**src/hw/rtl/xrdu_pkg.sv**
```systemverilog
// shared types, constants and sequencer states of the xoshiro random draw unit
`timescale 1ns / 1ps

package xrdu_pkg;

	localparam int unsigned WORD_W    = 64;
	localparam int unsigned HALF_W    = WORD_W / 2;
	localparam int unsigned RANGE_W   = 32;
	localparam int unsigned PROB_W    = 54;
	localparam int unsigned FRAC_W    = 53;
	localparam int unsigned DIV_W     = RANGE_W + 1;
	localparam int unsigned DIV_CNT_W = $clog2(DIV_W + 1);

	typedef logic [1:0]                cmd_t;
	typedef logic [WORD_W-1:0]         word_t;
	typedef logic signed [RANGE_W-1:0] range_t;
	typedef logic [PROB_W-1:0]         prob_t;
	typedef logic [DIV_W-1:0]          span_t;

	// request codes
	localparam cmd_t CMD_RAW   = 2'd0;
	localparam cmd_t CMD_RANGE = 2'd1;
	localparam cmd_t CMD_BERN  = 2'd2;
	localparam cmd_t CMD_FRAC  = 2'd3;

	// splitmix64 constants
	localparam word_t GAMMA = 64'h9E37_79B9_7F4A_7C15;
	localparam word_t MIX_A = 64'hBF58_476D_1CE4_E5B9;
	localparam word_t MIX_B = 64'h94D0_49BB_1331_11EB;

	// 2^32, the span of the high half of a draw
	localparam span_t SPAN_FULL = 33'h1_0000_0000;

	typedef enum logic [3:0] {
		ST_SEED_ADD,
		ST_SEED_MUL1,
		ST_SEED_MUL2,
		ST_IDLE,
		ST_DECODE,
		ST_LIMIT_GO,
		ST_LIMIT_WAIT,
		ST_DRAW_A,
		ST_DRAW_B,
		ST_USE,
		ST_MOD_WAIT,
		ST_DONE
	} state_t;

endpackage

```
**src/hw/rtl/xrdu_if.sv**
```systemverilog
// request and response channel interfaces of the xoshiro random draw unit
`timescale 1ns / 1ps

interface xrdu_req_if;
	logic            valid;
	logic            ready;
	xrdu_pkg::cmd_t   cmd;
	xrdu_pkg::range_t range_low;
	xrdu_pkg::range_t range_high;
	xrdu_pkg::prob_t  probability;

	modport source (output valid, cmd, range_low, range_high, probability, input ready);
	modport sink (input valid, cmd, range_low, range_high, probability, output ready);
endinterface

interface xrdu_rsp_if;
	logic             valid;
	logic             ready;
	xrdu_pkg::word_t  word;
	xrdu_pkg::range_t int_value;
	logic             bit_value;
	logic             range_error;

	modport source (output valid, word, int_value, bit_value, range_error, input ready);
	modport sink (input valid, word, int_value, bit_value, range_error, output ready);
endinterface

```
**src/hw/rtl/xoshiro_random_draw_unit.sv**
```systemverilog
// top level of the xoshiro256** random draw unit
// Serves one request at a time from a xoshiro256** generator of four 64-bit
// state words. After reset, and after every write of the seed register, the
// state is refilled with splitmix64 hashes of the seed, one word at a time:
// the seed steps by gamma, then two multiplies run on the shared iterative
// 64-bit multiplier, and no request is taken meanwhile. A certain Bernoulli
// outcome (probability 0 or 2^53 and above) and an inverted range consume
// no draw. An integer draw takes a fresh draw for each rejected one and
// makes two passes of the bit-serial divider (one for the rejection limit,
// one for the final modulo). The result sits in an output register, so the
// next transaction is accepted while the previous result waits to be taken.
`timescale 1ns / 1ps

module xoshiro_random_draw_unit (
	input  logic            clk,
	input  logic            arst_n,
	input  logic            cfg_we,
	input  xrdu_pkg::word_t cfg_wdata,
	xrdu_req_if.sink        req,
	xrdu_rsp_if.source      rsp
);

	localparam int unsigned RW = xrdu_pkg::RANGE_W;
	localparam int unsigned FW = xrdu_pkg::FRAC_W;
	localparam int unsigned PW = xrdu_pkg::PROB_W;
	localparam int unsigned WW = xrdu_pkg::WORD_W;

	// splitmix mixing shifts and xoshiro rotations
	localparam int unsigned SM_SH0 = 30;
	localparam int unsigned SM_SH1 = 27;
	localparam int unsigned SM_SH2 = 31;
	localparam int unsigned RES_ROT = 7;
	localparam int unsigned ST_ROT  = 45;
	localparam int unsigned T_SHIFT = 17;

	function automatic xrdu_pkg::word_t rotl(input xrdu_pkg::word_t v, input int unsigned n);
		rotl = (v << n) | (v >> (WW - n));
	endfunction

	xrdu_pkg::state_t state_q, state_d;

	// seeding
	xrdu_pkg::word_t base_q, base_sum;
	logic [1:0]      wk_q;

	// generator state
	xrdu_pkg::word_t gen_q [4];

	// request held while in flight
	xrdu_pkg::cmd_t   cmd_q;
	xrdu_pkg::range_t lo_q, hi_q;
	xrdu_pkg::prob_t  prob_q;
	xrdu_pkg::span_t  r_q, limit_q;

	// draw pipeline within the sequencer
	xrdu_pkg::word_t t5_q, draw_q, rot_w;

	// result being built, and the output register
	xrdu_pkg::word_t  res_word_q, out_word_q;
	xrdu_pkg::range_t res_int_q, out_int_q;
	logic             res_bit_q, res_err_q, out_bit_q, out_err_q;
	logic             out_valid_q;

	logic             slot_free, accept, inverted, reject;

	// shared units
	logic            mul_start, mul_done;
	xrdu_pkg::word_t mul_a, mul_b, mul_p;
	logic            div_start, div_done;
	xrdu_pkg::span_t div_dividend, div_divisor, div_rem;

	xrdu_mul u_mul (
		.clk    (clk),
		.arst_n (arst_n),
		.start  (mul_start),
		.a      (mul_a),
		.b      (mul_b),
		.done   (mul_done),
		.p      (mul_p)
	);

	xrdu_div u_div (
		.clk      (clk),
		.arst_n   (arst_n),
		.start    (div_start),
		.dividend (div_dividend),
		.divisor  (div_divisor),
		.done     (div_done),
		.rem      (div_rem)
	);

	assign base_sum  = base_q + xrdu_pkg::GAMMA;
	assign slot_free = !out_valid_q || rsp.ready;
	assign req.ready = (state_q == xrdu_pkg::ST_IDLE) && !cfg_we;
	assign accept    = req.valid && req.ready;
	assign inverted  = hi_q < lo_q;
	// a high half at or above the limit would bias the modulo
	assign reject    = {1'b0, draw_q[WW-1:WW-RW]} >= limit_q;
	assign rot_w     = rotl(t5_q, RES_ROT);

	always_ff @(posedge clk or negedge arst_n) begin
		if (!arst_n) begin
			state_q <= xrdu_pkg::ST_SEED_ADD;
		end else begin
			state_q <= state_d;
		end
	end

	always_comb begin
		state_d      = state_q;
		mul_start    = 1'b0;
		mul_a        = base_sum ^ (base_sum >> SM_SH0);
		mul_b        = xrdu_pkg::MIX_A;
		div_start    = 1'b0;
		div_dividend = xrdu_pkg::SPAN_FULL;
		div_divisor  = r_q;
		unique case (state_q)
			xrdu_pkg::ST_SEED_ADD: begin
				mul_start = 1'b1;
				state_d   = xrdu_pkg::ST_SEED_MUL1;
			end
			xrdu_pkg::ST_SEED_MUL1: begin
				if (mul_done) begin
					mul_start = 1'b1;
					mul_a     = mul_p ^ (mul_p >> SM_SH1);
					mul_b     = xrdu_pkg::MIX_B;
					state_d   = xrdu_pkg::ST_SEED_MUL2;
				end
			end
			xrdu_pkg::ST_SEED_MUL2: begin
				if (mul_done) begin
					state_d = (&wk_q) ? xrdu_pkg::ST_IDLE : xrdu_pkg::ST_SEED_ADD;
				end
			end
			xrdu_pkg::ST_IDLE: begin
				if (accept) begin
					state_d = xrdu_pkg::ST_DECODE;
				end
			end
			xrdu_pkg::ST_DECODE: begin
				unique case (cmd_q) inside
					xrdu_pkg::CMD_RAW, xrdu_pkg::CMD_FRAC: begin
						state_d = xrdu_pkg::ST_DRAW_A;
					end
					xrdu_pkg::CMD_BERN: begin
						// certain outcomes consume no draw
						if (prob_q == '0 || prob_q[PW-1]) begin
							state_d = xrdu_pkg::ST_DONE;
						end else begin
							state_d = xrdu_pkg::ST_DRAW_A;
						end
					end
					default: begin
						state_d = inverted ? xrdu_pkg::ST_DONE : xrdu_pkg::ST_LIMIT_GO;
					end
				endcase
			end
			xrdu_pkg::ST_LIMIT_GO: begin
				div_start = 1'b1;
				state_d   = xrdu_pkg::ST_LIMIT_WAIT;
			end
			xrdu_pkg::ST_LIMIT_WAIT: begin
				if (div_done) begin
					state_d = xrdu_pkg::ST_DRAW_A;
				end
			end
			xrdu_pkg::ST_DRAW_A: begin
				state_d = xrdu_pkg::ST_DRAW_B;
			end
			xrdu_pkg::ST_DRAW_B: begin
				state_d = xrdu_pkg::ST_USE;
			end
			xrdu_pkg::ST_USE: begin
				if (cmd_q == xrdu_pkg::CMD_RANGE) begin
					if (reject) begin
						state_d = xrdu_pkg::ST_DRAW_A;
					end else begin
						div_start    = 1'b1;
						div_dividend = {1'b0, draw_q[WW-1:WW-RW]};
						state_d      = xrdu_pkg::ST_MOD_WAIT;
					end
				end else begin
					state_d = xrdu_pkg::ST_DONE;
				end
			end
			xrdu_pkg::ST_MOD_WAIT: begin
				if (div_done) begin
					state_d = xrdu_pkg::ST_DONE;
				end
			end
			xrdu_pkg::ST_DONE: begin
				if (slot_free) begin
					state_d = xrdu_pkg::ST_IDLE;
				end
			end
			default: begin
				state_d = xrdu_pkg::ST_SEED_ADD;
			end
		endcase
		// a seed write restarts the state fill
		if (cfg_we) begin
			state_d = xrdu_pkg::ST_SEED_ADD;
		end
	end

	// seed walk: base steps by gamma once per state word
	always_ff @(posedge clk or negedge arst_n) begin
		if (!arst_n) begin
			base_q <= '0;
			wk_q   <= 2'd0;
		end else if (cfg_we) begin
			base_q <= cfg_wdata;
			wk_q   <= 2'd0;
		end else begin
			if (state_q == xrdu_pkg::ST_SEED_ADD) begin
				base_q <= base_sum;
			end
			if (state_q == xrdu_pkg::ST_SEED_MUL2 && mul_done) begin
				wk_q <= wk_q + 2'd1;
			end
		end
	end

	// datapath
	always_ff @(posedge clk) begin
		case (state_q)
			xrdu_pkg::ST_SEED_MUL2: begin
				if (mul_done) begin
					gen_q[wk_q] <= mul_p ^ (mul_p >> SM_SH2);
				end
			end
			xrdu_pkg::ST_IDLE: begin
				if (accept) begin
					cmd_q  <= req.cmd;
					lo_q   <= req.range_low;
					hi_q   <= req.range_high;
					prob_q <= req.probability;
				end
			end
			xrdu_pkg::ST_DECODE: begin
				res_word_q <= '0;
				res_int_q  <= '0;
				res_bit_q  <= (cmd_q == xrdu_pkg::CMD_BERN) && prob_q[PW-1];
				res_err_q  <= (cmd_q == xrdu_pkg::CMD_RANGE) && inverted;
				// range size, 1 to 2^32
				r_q        <= {hi_q[RW-1], hi_q} - {lo_q[RW-1], lo_q} + 33'd1;
			end
			xrdu_pkg::ST_LIMIT_WAIT: begin
				if (div_done) begin
					limit_q <= xrdu_pkg::SPAN_FULL - div_rem;
				end
			end
			xrdu_pkg::ST_DRAW_A: begin
				t5_q <= gen_q[1] + (gen_q[1] << 2);
			end
			xrdu_pkg::ST_DRAW_B: begin
				draw_q   <= rot_w + (rot_w << 3);
				gen_q[0] <= gen_q[0] ^ gen_q[3] ^ gen_q[1];
				gen_q[1] <= gen_q[1] ^ gen_q[2] ^ gen_q[0];
				gen_q[2] <= gen_q[2] ^ gen_q[0] ^ (gen_q[1] << T_SHIFT);
				gen_q[3] <= rotl(gen_q[3] ^ gen_q[1], ST_ROT);
			end
			xrdu_pkg::ST_USE: begin
				case (cmd_q)
					xrdu_pkg::CMD_RAW:  res_word_q <= draw_q;
					xrdu_pkg::CMD_FRAC: res_word_q <= {{(WW-FW){1'b0}}, draw_q[WW-1:WW-FW]};
					xrdu_pkg::CMD_BERN: res_bit_q  <= draw_q[WW-1:WW-FW] < prob_q[FW-1:0];
					default:            res_bit_q  <= res_bit_q;
				endcase
			end
			xrdu_pkg::ST_MOD_WAIT: begin
				if (div_done) begin
					res_int_q <= xrdu_pkg::range_t'(lo_q + xrdu_pkg::range_t'(div_rem[RW-1:0]));
				end
			end
			default: begin
				t5_q <= t5_q;
			end
		endcase
	end

	// output register: loaded from the finished result when the slot is free
	always_ff @(posedge clk or negedge arst_n) begin
		if (!arst_n) begin
			out_valid_q <= 1'b0;
		end else if (state_q == xrdu_pkg::ST_DONE && slot_free) begin
			out_valid_q <= 1'b1;
		end else if (rsp.ready) begin
			out_valid_q <= 1'b0;
		end
	end

	always_ff @(posedge clk) begin
		if (state_q == xrdu_pkg::ST_DONE && slot_free) begin
			out_word_q <= res_word_q;
			out_int_q  <= res_int_q;
			out_bit_q  <= res_bit_q;
			out_err_q  <= res_err_q;
		end
	end

	assign rsp.valid       = out_valid_q;
	assign rsp.word        = out_word_q;
	assign rsp.int_value   = out_int_q;
	assign rsp.bit_value   = out_bit_q;
	assign rsp.range_error = out_err_q;

endmodule

```
**src/hw/rtl/xrdu_mul.sv**
```systemverilog
// iterative 64x64 low-half multiplier built from one 32x32 multiplier
`timescale 1ns / 1ps

module xrdu_mul (
	input  logic            clk,
	input  logic            arst_n,
	input  logic            start,
	input  xrdu_pkg::word_t a,
	input  xrdu_pkg::word_t b,
	output logic            done,
	output xrdu_pkg::word_t p
);

	localparam int unsigned HW = xrdu_pkg::HALF_W;

	xrdu_pkg::word_t a_q, b_q, prod_q, acc_q;
	logic [1:0]      cnt_q;
	logic            busy_q, done_q;
	logic [HW-1:0]   op_a, op_b;
	xrdu_pkg::word_t prod_d;

	// partial products: lo*lo, lo*hi, hi*lo
	assign op_a   = cnt_q[1] ? a_q[2*HW-1:HW] : a_q[HW-1:0];
	assign op_b   = (cnt_q == 2'd1) ? b_q[2*HW-1:HW] : b_q[HW-1:0];
	assign prod_d = {{HW{1'b0}}, op_a} * {{HW{1'b0}}, op_b};

	always_ff @(posedge clk or negedge arst_n) begin
		if (!arst_n) begin
			busy_q <= 1'b0;
			cnt_q  <= 2'd0;
			done_q <= 1'b0;
		end else if (start) begin
			busy_q <= 1'b1;
			cnt_q  <= 2'd0;
			done_q <= 1'b0;
		end else if (busy_q) begin
			cnt_q  <= cnt_q + 2'd1;
			busy_q <= (cnt_q != 2'd3);
			done_q <= (cnt_q == 2'd3);
		end else begin
			done_q <= 1'b0;
		end
	end

	always_ff @(posedge clk) begin
		if (start) begin
			a_q <= a;
			b_q <= b;
		end else if (busy_q) begin
			prod_q <= prod_d;
			case (cnt_q)
				2'd1:    acc_q <= prod_q;
				2'd2,
				2'd3:    acc_q <= acc_q + {prod_q[HW-1:0], {HW{1'b0}}};
				default: acc_q <= acc_q;
			endcase
		end
	end

	assign done = done_q;
	assign p    = acc_q;

endmodule

```
**src/hw/rtl/xrdu_div.sv**
```systemverilog
// restoring divider, one quotient bit per cycle, remainder only
`timescale 1ns / 1ps

module xrdu_div (
	input  logic            clk,
	input  logic            arst_n,
	input  logic            start,
	input  xrdu_pkg::span_t dividend,
	input  xrdu_pkg::span_t divisor,
	output logic            done,
	output xrdu_pkg::span_t rem
);

	localparam int unsigned W  = xrdu_pkg::DIV_W;
	localparam int unsigned CW = xrdu_pkg::DIV_CNT_W;

	logic [W-1:0]  num_q, den_q;
	logic [W:0]    rem_q, trial;
	logic [CW-1:0] cnt_q;
	logic          busy_q, done_q;

	assign trial = {rem_q[W-1:0], num_q[W-1]};

	always_ff @(posedge clk or negedge arst_n) begin
		if (!arst_n) begin
			busy_q <= 1'b0;
			cnt_q  <= '0;
			done_q <= 1'b0;
		end else if (start) begin
			busy_q <= 1'b1;
			cnt_q  <= CW'(W);
			done_q <= 1'b0;
		end else if (busy_q) begin
			cnt_q  <= cnt_q - CW'(1);
			busy_q <= (cnt_q != CW'(1));
			done_q <= (cnt_q == CW'(1));
		end else begin
			done_q <= 1'b0;
		end
	end

	always_ff @(posedge clk) begin
		if (start) begin
			num_q <= dividend;
			den_q <= divisor;
			rem_q <= '0;
		end else if (busy_q) begin
			num_q <= {num_q[W-2:0], 1'b0};
			if (trial >= {1'b0, den_q}) begin
				rem_q <= trial - {1'b0, den_q};
			end else begin
				rem_q <= trial;
			end
		end
	end

	assign done = done_q;
	assign rem  = rem_q[W-1:0];

endmodule
```
**src/flat_wrapper.sv**
```systemverilog
// flat-port wrapper written by rule: the top's interface ports become plain ports
module xoshiro_random_draw_unit_flat 
  (clk, arst_n, cfg_we, cfg_wdata, req_valid, req_cmd, req_range_low, req_range_high, req_probability, req_ready, rsp_valid, rsp_word, rsp_int_value, rsp_bit_value, rsp_range_error, rsp_ready);
  xrdu_req_if req_i ();
  xrdu_rsp_if rsp_i ();
  input  logic clk;
  input  logic arst_n;
  input  logic cfg_we;
  input  xrdu_pkg::word_t cfg_wdata;
  input wire logic [$bits(req_i.valid)-1:0] req_valid;
  input wire logic [$bits(req_i.cmd)-1:0] req_cmd;
  input wire logic [$bits(req_i.range_low)-1:0] req_range_low;
  input wire logic [$bits(req_i.range_high)-1:0] req_range_high;
  input wire logic [$bits(req_i.probability)-1:0] req_probability;
  output wire logic [$bits(req_i.ready)-1:0] req_ready;
  output wire logic [$bits(rsp_i.valid)-1:0] rsp_valid;
  output wire logic [$bits(rsp_i.word)-1:0] rsp_word;
  output wire logic [$bits(rsp_i.int_value)-1:0] rsp_int_value;
  output wire logic [$bits(rsp_i.bit_value)-1:0] rsp_bit_value;
  output wire logic [$bits(rsp_i.range_error)-1:0] rsp_range_error;
  input wire logic [$bits(rsp_i.ready)-1:0] rsp_ready;
  assign req_i.valid = req_valid;
  assign req_i.cmd = req_cmd;
  assign req_i.range_low = req_range_low;
  assign req_i.range_high = req_range_high;
  assign req_i.probability = req_probability;
  assign req_ready = req_i.ready;
  assign rsp_valid = rsp_i.valid;
  assign rsp_word = rsp_i.word;
  assign rsp_int_value = rsp_i.int_value;
  assign rsp_bit_value = rsp_i.bit_value;
  assign rsp_range_error = rsp_i.range_error;
  assign rsp_i.ready = rsp_ready;
  xoshiro_random_draw_unit u_core (.clk(clk), .arst_n(arst_n), .cfg_we(cfg_we), .cfg_wdata(cfg_wdata), .req(req_i), .rsp(rsp_i));
endmodule
```
**config.mk**
```make
export PLATFORM = sky130hd
export DESIGN_NAME = xoshiro_random_draw_unit_flat
export DESIGN_NICKNAME = d
export VERILOG_FILES = /design/src/hw/rtl/xrdu_pkg.sv /design/src/hw/rtl/xrdu_if.sv /design/src/hw/rtl/xoshiro_random_draw_unit.sv /design/src/hw/rtl/xrdu_mul.sv /design/src/hw/rtl/xrdu_div.sv /design/src/flat_wrapper.sv
export SDC_FILE = /design/constraint.sdc
export NUM_CORES = 2
export LEC_CHECK = 0
export ABC_CLOCK_PERIOD_IN_PS = 10390
export BUFFER_PORTS_ARGS = -buffer_cell sky130_fd_sc_hd__clkbuf_2
export CAP_MARGIN = 10
export CELL_PAD_IN_SITES_DETAIL_PLACEMENT = 2
export CELL_PAD_IN_SITES_GLOBAL_PLACEMENT = 2
export CORE_MARGIN = 8
export CORE_UTILIZATION = 40
export CTS_BUF_LIST = sky130_fd_sc_hd__clkbuf_4 sky130_fd_sc_hd__clkbuf_8
export DETAILED_ROUTE_END_ITERATION = 12
export PLACE_DENSITY_LB_ADDON = 0.1
export SYNTH_ARGS = -nofsm -noshare
export SYNTH_HDL_FRONTEND = slang
export SYNTH_SLANG_ARGS = --single-unit
```
**constraint.sdc**
```tcl
create_clock -name clk -period 10.39 [get_ports clk]
set_clock_uncertainty 0.1 [all_clocks]
set_input_delay 1.039 -clock clk [delete_from_list [all_inputs] [get_ports clk]]
set_output_delay 1.039 -clock clk [all_outputs]
set_load 0.01 [all_outputs]
```
# --- After elaboration in Yosys (flattened, before gate mapping) ---
# Memory sizes are Yosys's and may differ from the RTL's.
# Index checks and enable logic that the tools add are counted.
op_classes:
  add_sub_neg: 12
  multipliers: 1
  magnitude_cmp: 4
  n_eq_ne: 29
  mux: 62
  n_bitwise: 13
  reduce_logical: 33
ops:
  columns: ["cell", "count"]
  rows:
  - ["$xor A64 B64 Y64", 7]
  - ["$pmux W64 S2", 3]
  - ["$mux W64", 5]
  - ["$mux W33", 6]
  - ["$add A64 B64 Y64", 3]
  - ["$mux W32", 3]
  - ["$add A64 B64 Y64 const B", 1]
  - ["$mul A32 B32 Y64", 1]
  - ["$or A64 B45 Y64", 1]
  - ["$or A64 B7 Y64", 1]
  - ["$pmux W32 S2", 1]
  - ["$reduce_or A64 Y1", 1]
  - ["$xor A64 B33 Y64", 1]
  - ["$xor A64 B34 Y64", 1]
  - ["$xor A64 B37 Y64", 1]
  - ["$mux W62", 1]
  - ["$logic_not A54 Y1", 1]
  - ["$lt A53 B53 Y1", 1]
  - ["$pmux W4 S12", 1]
  - ["$mux W4", 11]
  - ["$ge A34 B33 Y1", 1]
  - ["$add A33 B1 Y33 const B", 1]
  - ["$ge A32 B33 Y1", 1]
  - ["$sub A32 B32 Y33", 1]
  - ["35 further kinds", 99]
totals:
  reg_bits: 948
  ram_bits: 256
  out_inout_bits: 100
  elab_cells: 188
  n_memories: 1
memory_table:
  columns: ["memory", "depth", "width", "rd", "rd_clocked_by_memory_dff", "wr", "line", "rtl"]
  rows:
  - ["u_core.gen_q", 4, 64, 4, 0, 4, "xoshiro_random_draw_unit.sv:47", "xrdu_pkg::word_t gen_q [4];"]

# --- Depth between registers and ports, before layout ---
logic_depth:
  depth_word: 6
  mapped_depth: 37

# --- By module ---
# From an unflattened synthesis, not the netlist that was laid out.
unflattened:
  hier_cells: 9646
  hier_area_um2: 99247.7
modules_own_cells:
  columns: ["module", "n_inst", "cells_each", "area_each_um2", "seq_area_each_um2"]
  rows:
  - ["xoshiro_random_draw_unit", 1, 4632, 49892.9, 24778.8]
  - ["xrdu_mul", 1, 4399, 43112.6, 7787.5]
  - ["xrdu_div", 1, 615, 6242.2, 2842.7]

# --- Least setup slack after synthesis ---
# No wires, ideal clock.
synth_path:
  kind: "register to register"
  start: "reg u_core.u_mul.cnt_q[1]"
  end: "reg u_core.u_mul.prod_q[57] (data pin)"
  setup_time_ps: 259
  arrival_ps: 8827
  slack_ps: 1204
  stages_incl_launch_ff: 30
  n_path_buf: 3
  cell_sequence: "dfrtp_1 > clkbuf_1 > clkbuf_1 > mux2_2 > inv_1 > clkbuf_1 > nor2_1 > nor2_1 > fa_1 > fa_1 > fa_1 > fa_1 > inv_1 > fa_1 > fa_1 > fa_1 > inv_1 > fa_1 > inv_1 > ha_1 > a21o_1 > a221o_1 > a221oi_1 > o21ai_0 > a31o_2 > a31o_2 > a41o_1 > a21oi_1 > o21ai_0 > xnor2_1"
synth_via:
  elab_chain_cells: 3
synth_rtl:
  columns: ["element", "line", "rtl"]
  rows:
  - ["start: declaration", "xrdu_mul.sv:17", "logic [1:0] cnt_q;"]
  - ["start signal: assignment", "xrdu_mul.sv:37", "cnt_q <= cnt_q + 2'd1;"]
  - ["$eq A2 B1 Y1", "xrdu_mul.sv:24", "assign op_b = (cnt_q == 2'd1) ? b_q[2*HW-1:HW] : b_q[HW-1:0];"]
  - ["$mux W32", "xrdu_mul.sv:24", null]
  - ["$mul A32 B32 Y64 *", "xrdu_mul.sv:25", "assign prod_d = {{HW{1'b0}}, op_a} * {{HW{1'b0}}, op_b};"]
  - ["named net u_core.u_mul.prod_d[57]", "xrdu_mul.sv:20", "xrdu_pkg::word_t prod_d;"]
  - ["end signal: assignment", "xrdu_mul.sv:50", "prod_q <= prod_d;"]
  - ["end: declaration", "xrdu_mul.sv:16", "xrdu_pkg::word_t a_q, b_q, prod_q, acc_q;"]
# The timed path passes the listed nets; every way through them passes the cells marked *.
# A chain may end at the register's enable or synchronous reset.

# --- Worst setup path after layout ---
# Ends and elaborated chain as after synthesis.

==> results.sh <==
export IMPL_status="complete, no violations"
export IMPL_initial_core_util_pct=40.1
export IMPL_synth_nets=10427
export IMPL_cts_setup_buffers=0
export IMPL_place_area_mm2=0.0976
export IMPL_multiInputGateArea_mm2=0.0533
export IMPL_end_kind="flop"
export IMPL_setup_violations=0
export IMPL_postRouteWirelength_um=365000
export IMPL_final_cell_mix="inv_1, edfxtp_1, fa_1, ha_1, nand2_1"
export IMPL_first_pass_iters=5
export IMPL_yosys_warnings=0
export IMPL_place_hpwl_um=298000
export IMPL_die_h_um=496
export IMPL_grt_max_degree=254
export IMPL_fin_crit_sh_pct=97.0
export IMPL_synth_xor_area_share_pct=7.99
export IMPL_syn2layout_area_growth_pct=10.4
export IMPL_avgSynthCellArea_um2=10.6
export IMPL_drv_cap=0
export IMPL_synth_mux_area_share_pct=1.28
export IMPL_synth_seq_area_share_pct=36.4
export IMPL_min_path_type="in -> reg"
export IMPL_antenna_found_initial=6
export IMPL_synth_fa_ha_area_share_pct=28.1
export IMPL_overflow=0
export IMPL_synth_area_mm2=0.0921
export IMPL_die_w_um=496
export IMPL_synthFlopType="edfxtp_1"
export IMPL_cts_tree="built"
export IMPL_grt_pass1_vias=77173
export IMPL_place_gp_congestion=0.944
export IMPL_cp_common_cell="fa_1"
export IMPL_regArea_mm2=0.0335
export IMPL_worst_slew_pin_slew_ns=1.20
export IMPL_root_buffer="clkbuf_8"
export IMPL_grt_pass1_wl_um=531000
export IMPL_synth_edf_count=1026
export IMPL_rows=176
export IMPL_die_area_mm2=0.246
export IMPL_worstPathArrival_ns=10.64
export IMPL_finalHoldViolCount=0
export IMPL_synthSimpleGateAreaFrac_pct=9.89
export IMPL_fin_nets=10797
export IMPL_rsz0062_at_grt="false"
export IMPL_path_clk_slew_ns=0.07
export IMPL_cpPeakStageDelay_ns=0.65
export IMPL_cts_buffers=197
export IMPL_yosysUniqueCellTypes=88
export IMPL_fill_cells=24061
export IMPL_grt_usage_pct=29.3
export IMPL_crit_type="reg -> reg"
export IMPL_drive_gt1_share_pct=9.37
export IMPL_ys_ff_latch=1142
export IMPL_worstPathMaxFanout=40
export IMPL_critical_path_required_ns=10.95
export IMPL_fin_crit_ns=10.08
export IMPL_synth_top_family_by_area="adder cells"
export IMPL_synthCells=8683
export IMPL_cts_max_level=4
export IMPL_cts_path_max_buffers=3
export IMPL_clk_latency_ns=0.99
export IMPL_drcViolationCount=0
export IMPL_fmax_ghz=0.0992
export IMPL_ios=289
export IMPL_cp_slowest_cell="nor2_1"
export IMPL_synth_compound_area_share_pct=10.4
export IMPL_slew_viol_final=0
export IMPL_dr_first_iter_drc_count=3656
export IMPL_core_area_mm2=0.229
export IMPL_synthArstFlopShare_pct=7.27
export IMPL_final_common_cell="inv_1"
export IMPL_vias=67655
export IMPL_drtAntennaViolNets=0
export IMPL_startpoint_type="flop"
export IMPL_design_area_mm2=0.102
export IMPL_tns_ns=0
export IMPL_routed_via_density=5.52
export IMPL_clock_sinks=1142
export IMPL_max_slew_margin_pct=19.4
export IMPL_io_buffers=288
export IMPL_post_drt_wl_per_cell_um=29.8
[cell usage after synthesis, types with 11 or more instances]
master | count | area, um^2
mux2_2 | 39 | 439
or4_1 | 19 | 143
nand4_1 | 53 | 332
clkbuf_1 | 224 | 841
fa_1 | 852 | 17100
nand2_1 | 686 | 2570
edfxtp_1 | 1026 | 30800
or3_1 | 23 | 144
a31oi_1 | 35 | 219
dfxtp_1 | 33 | 661
nor2b_1 | 65 | 407
a211o_1 | 12 | 105
dfrtp_1 | 83 | 2080
buf_1 | 24 | 90.1
and2_1 | 88 | 551
a41oi_1 | 12 | 105
or2_2 | 23 | 144
and4_1 | 13 | 114
o31ai_1 | 25 | 188
nor2_1 | 668 | 2510
mux2i_1 | 74 | 741
and3_1 | 76 | 475
nand3_1 | 73 | 365
a221oi_1 | 13 | 114
nor3_1 | 96 | 480
ha_1 | 703 | 8800
xor2_1 | 361 | 3160
o21a_1 | 37 | 278
a21oi_1 | 413 | 2070
nand3b_1 | 13 | 97.6
o211ai_1 | 26 | 195
inv_1 | 1192 | 4470
o21ai_0 | 549 | 2750
nor4_1 | 28 | 175
nand2b_1 | 63 | 394
xnor2_1 | 479 | 4200
a211oi_1 | 46 | 345
o21bai_1 | 61 | 458
a2111oi_0 | 11 | 96.3
a21o_1 | 212 | 1590
[layout make-up]
cell class                 count  area share [%]
antenna                        6          0.0148
clock buffer                 267            3.22
clock inverter                94           0.742
inverter                    1203            4.44
multi-input combinational   6087            52.4
sequential                  1142            33.0
tap                         3026            3.72
timing repair buffer         422            2.46
[what timing repair did]
item / 4_1_cts / 5_1_grt
resized for setup: 0 / 5
endpoints found under the hold margin: 18 / 0
hold buffers: 1 / 0
setup endpoints to repair: 0 / 12
[flip-flops by register name, indices dropped and copies added (netlist names), 33 cells and up]
signal	cells
u_core.base_q	64
u_core.res_word_q	64
u_core.limit_q	33
u_core.u_div.num_q	33
u_core.div_divisor	33
u_core.u_mul.p	64
u_core.prob_q	54
u_core.u_div.den_q	33
u_core.u_mul.prod_q	64
u_core.u_div.rem_q	33
u_core.rsp.word	64
u_core.gen_q	256
u_core.u_mul.a_q	64
u_core.draw_q	64
u_core.t5_q	64
[worst max-delay path: cells and delay by family, from the launching register on]
family,cells,cell delay [ns]
compound gates,9,2.31
xor+xnor,1,0.15
fa+ha+maj,10,4.80
buf+inv,7,0.94
flops,1,0.42
simple gates,3,1.01
[stage by stage]
step	hold WS (ns)	setup WS [ns]	cells	utilization [%]
final	0.156	0.313	12247	44.3
after floorplan	0.300	1.20	8683	-
after global routing	0.0799	0.0555	12245	44.3
after CTS	0.0292	0.00904	12241	44.3
after detailed placement	0.306	0.0854	11879	42.5
after global placement	0.303	0.240	11879	42.5
[path summary, 6_finish.rpt]
| check | start | to | slack (ns) | cells after the start |
|---|---|---|---|---|
| worst max register to register | u_core.u_mul.cnt_q[1]$_DFFE_PN0P_ | u_core.u_mul.prod_q[57]$_DFFE_PP_ | 0.31 | 30 |
| max in group asynchronous | arst_n | u_core.base_q[22]$_DFFE_PN0P_ | 8.24 | 3 |
| min in group asynchronous | arst_n | u_core.base_q[41]$_DFFE_PN0P_ | 0.57 | 2 |
| worst min register to register | u_core.div_divisor[9]$_DFFE_PP_ | u_core.u_div.den_q[9]$_DFFE_PP_ | 0.31 | 0 |
| worst min-delay path | req_range_high[20] | u_core.hi_q[20]$_DFFE_PP_ | 0.16 | 1 |
| worst max-delay path | u_core.u_mul.cnt_q[1]$_DFFE_PN0P_ | u_core.u_mul.prod_q[57]$_DFFE_PP_ | 0.31 | 30 |
[routing by layer]
layer	vias to the layer above	global-route usage [%]	share of wire [%]
met4	4	15.7	6.5
met5	-	0	0.0063
li1	29985	-	-
met3	692	3.28	3.2
met1	35460	34.4	40
met2	1514	52.7	51
[cell families (layout without fill, tap and decap cells)]
family / count (synthesis) / after routing
AOI/OAI and AO/OA: 1569 / 1569
xor gates and xnor gates: 840 / 840
adders and majority gates: 1555 / 1555
buffers and inverters: 1454 / 1986
DFF: 1142 / 1142
muxes: 113 / 113
other: 0 / 6
and+or+nand+nor: 2010 / 2010
Power is left out: the tool's default activity adds up to more than one toggle a clock period on the data nets, which glitch-free logic cannot reach.
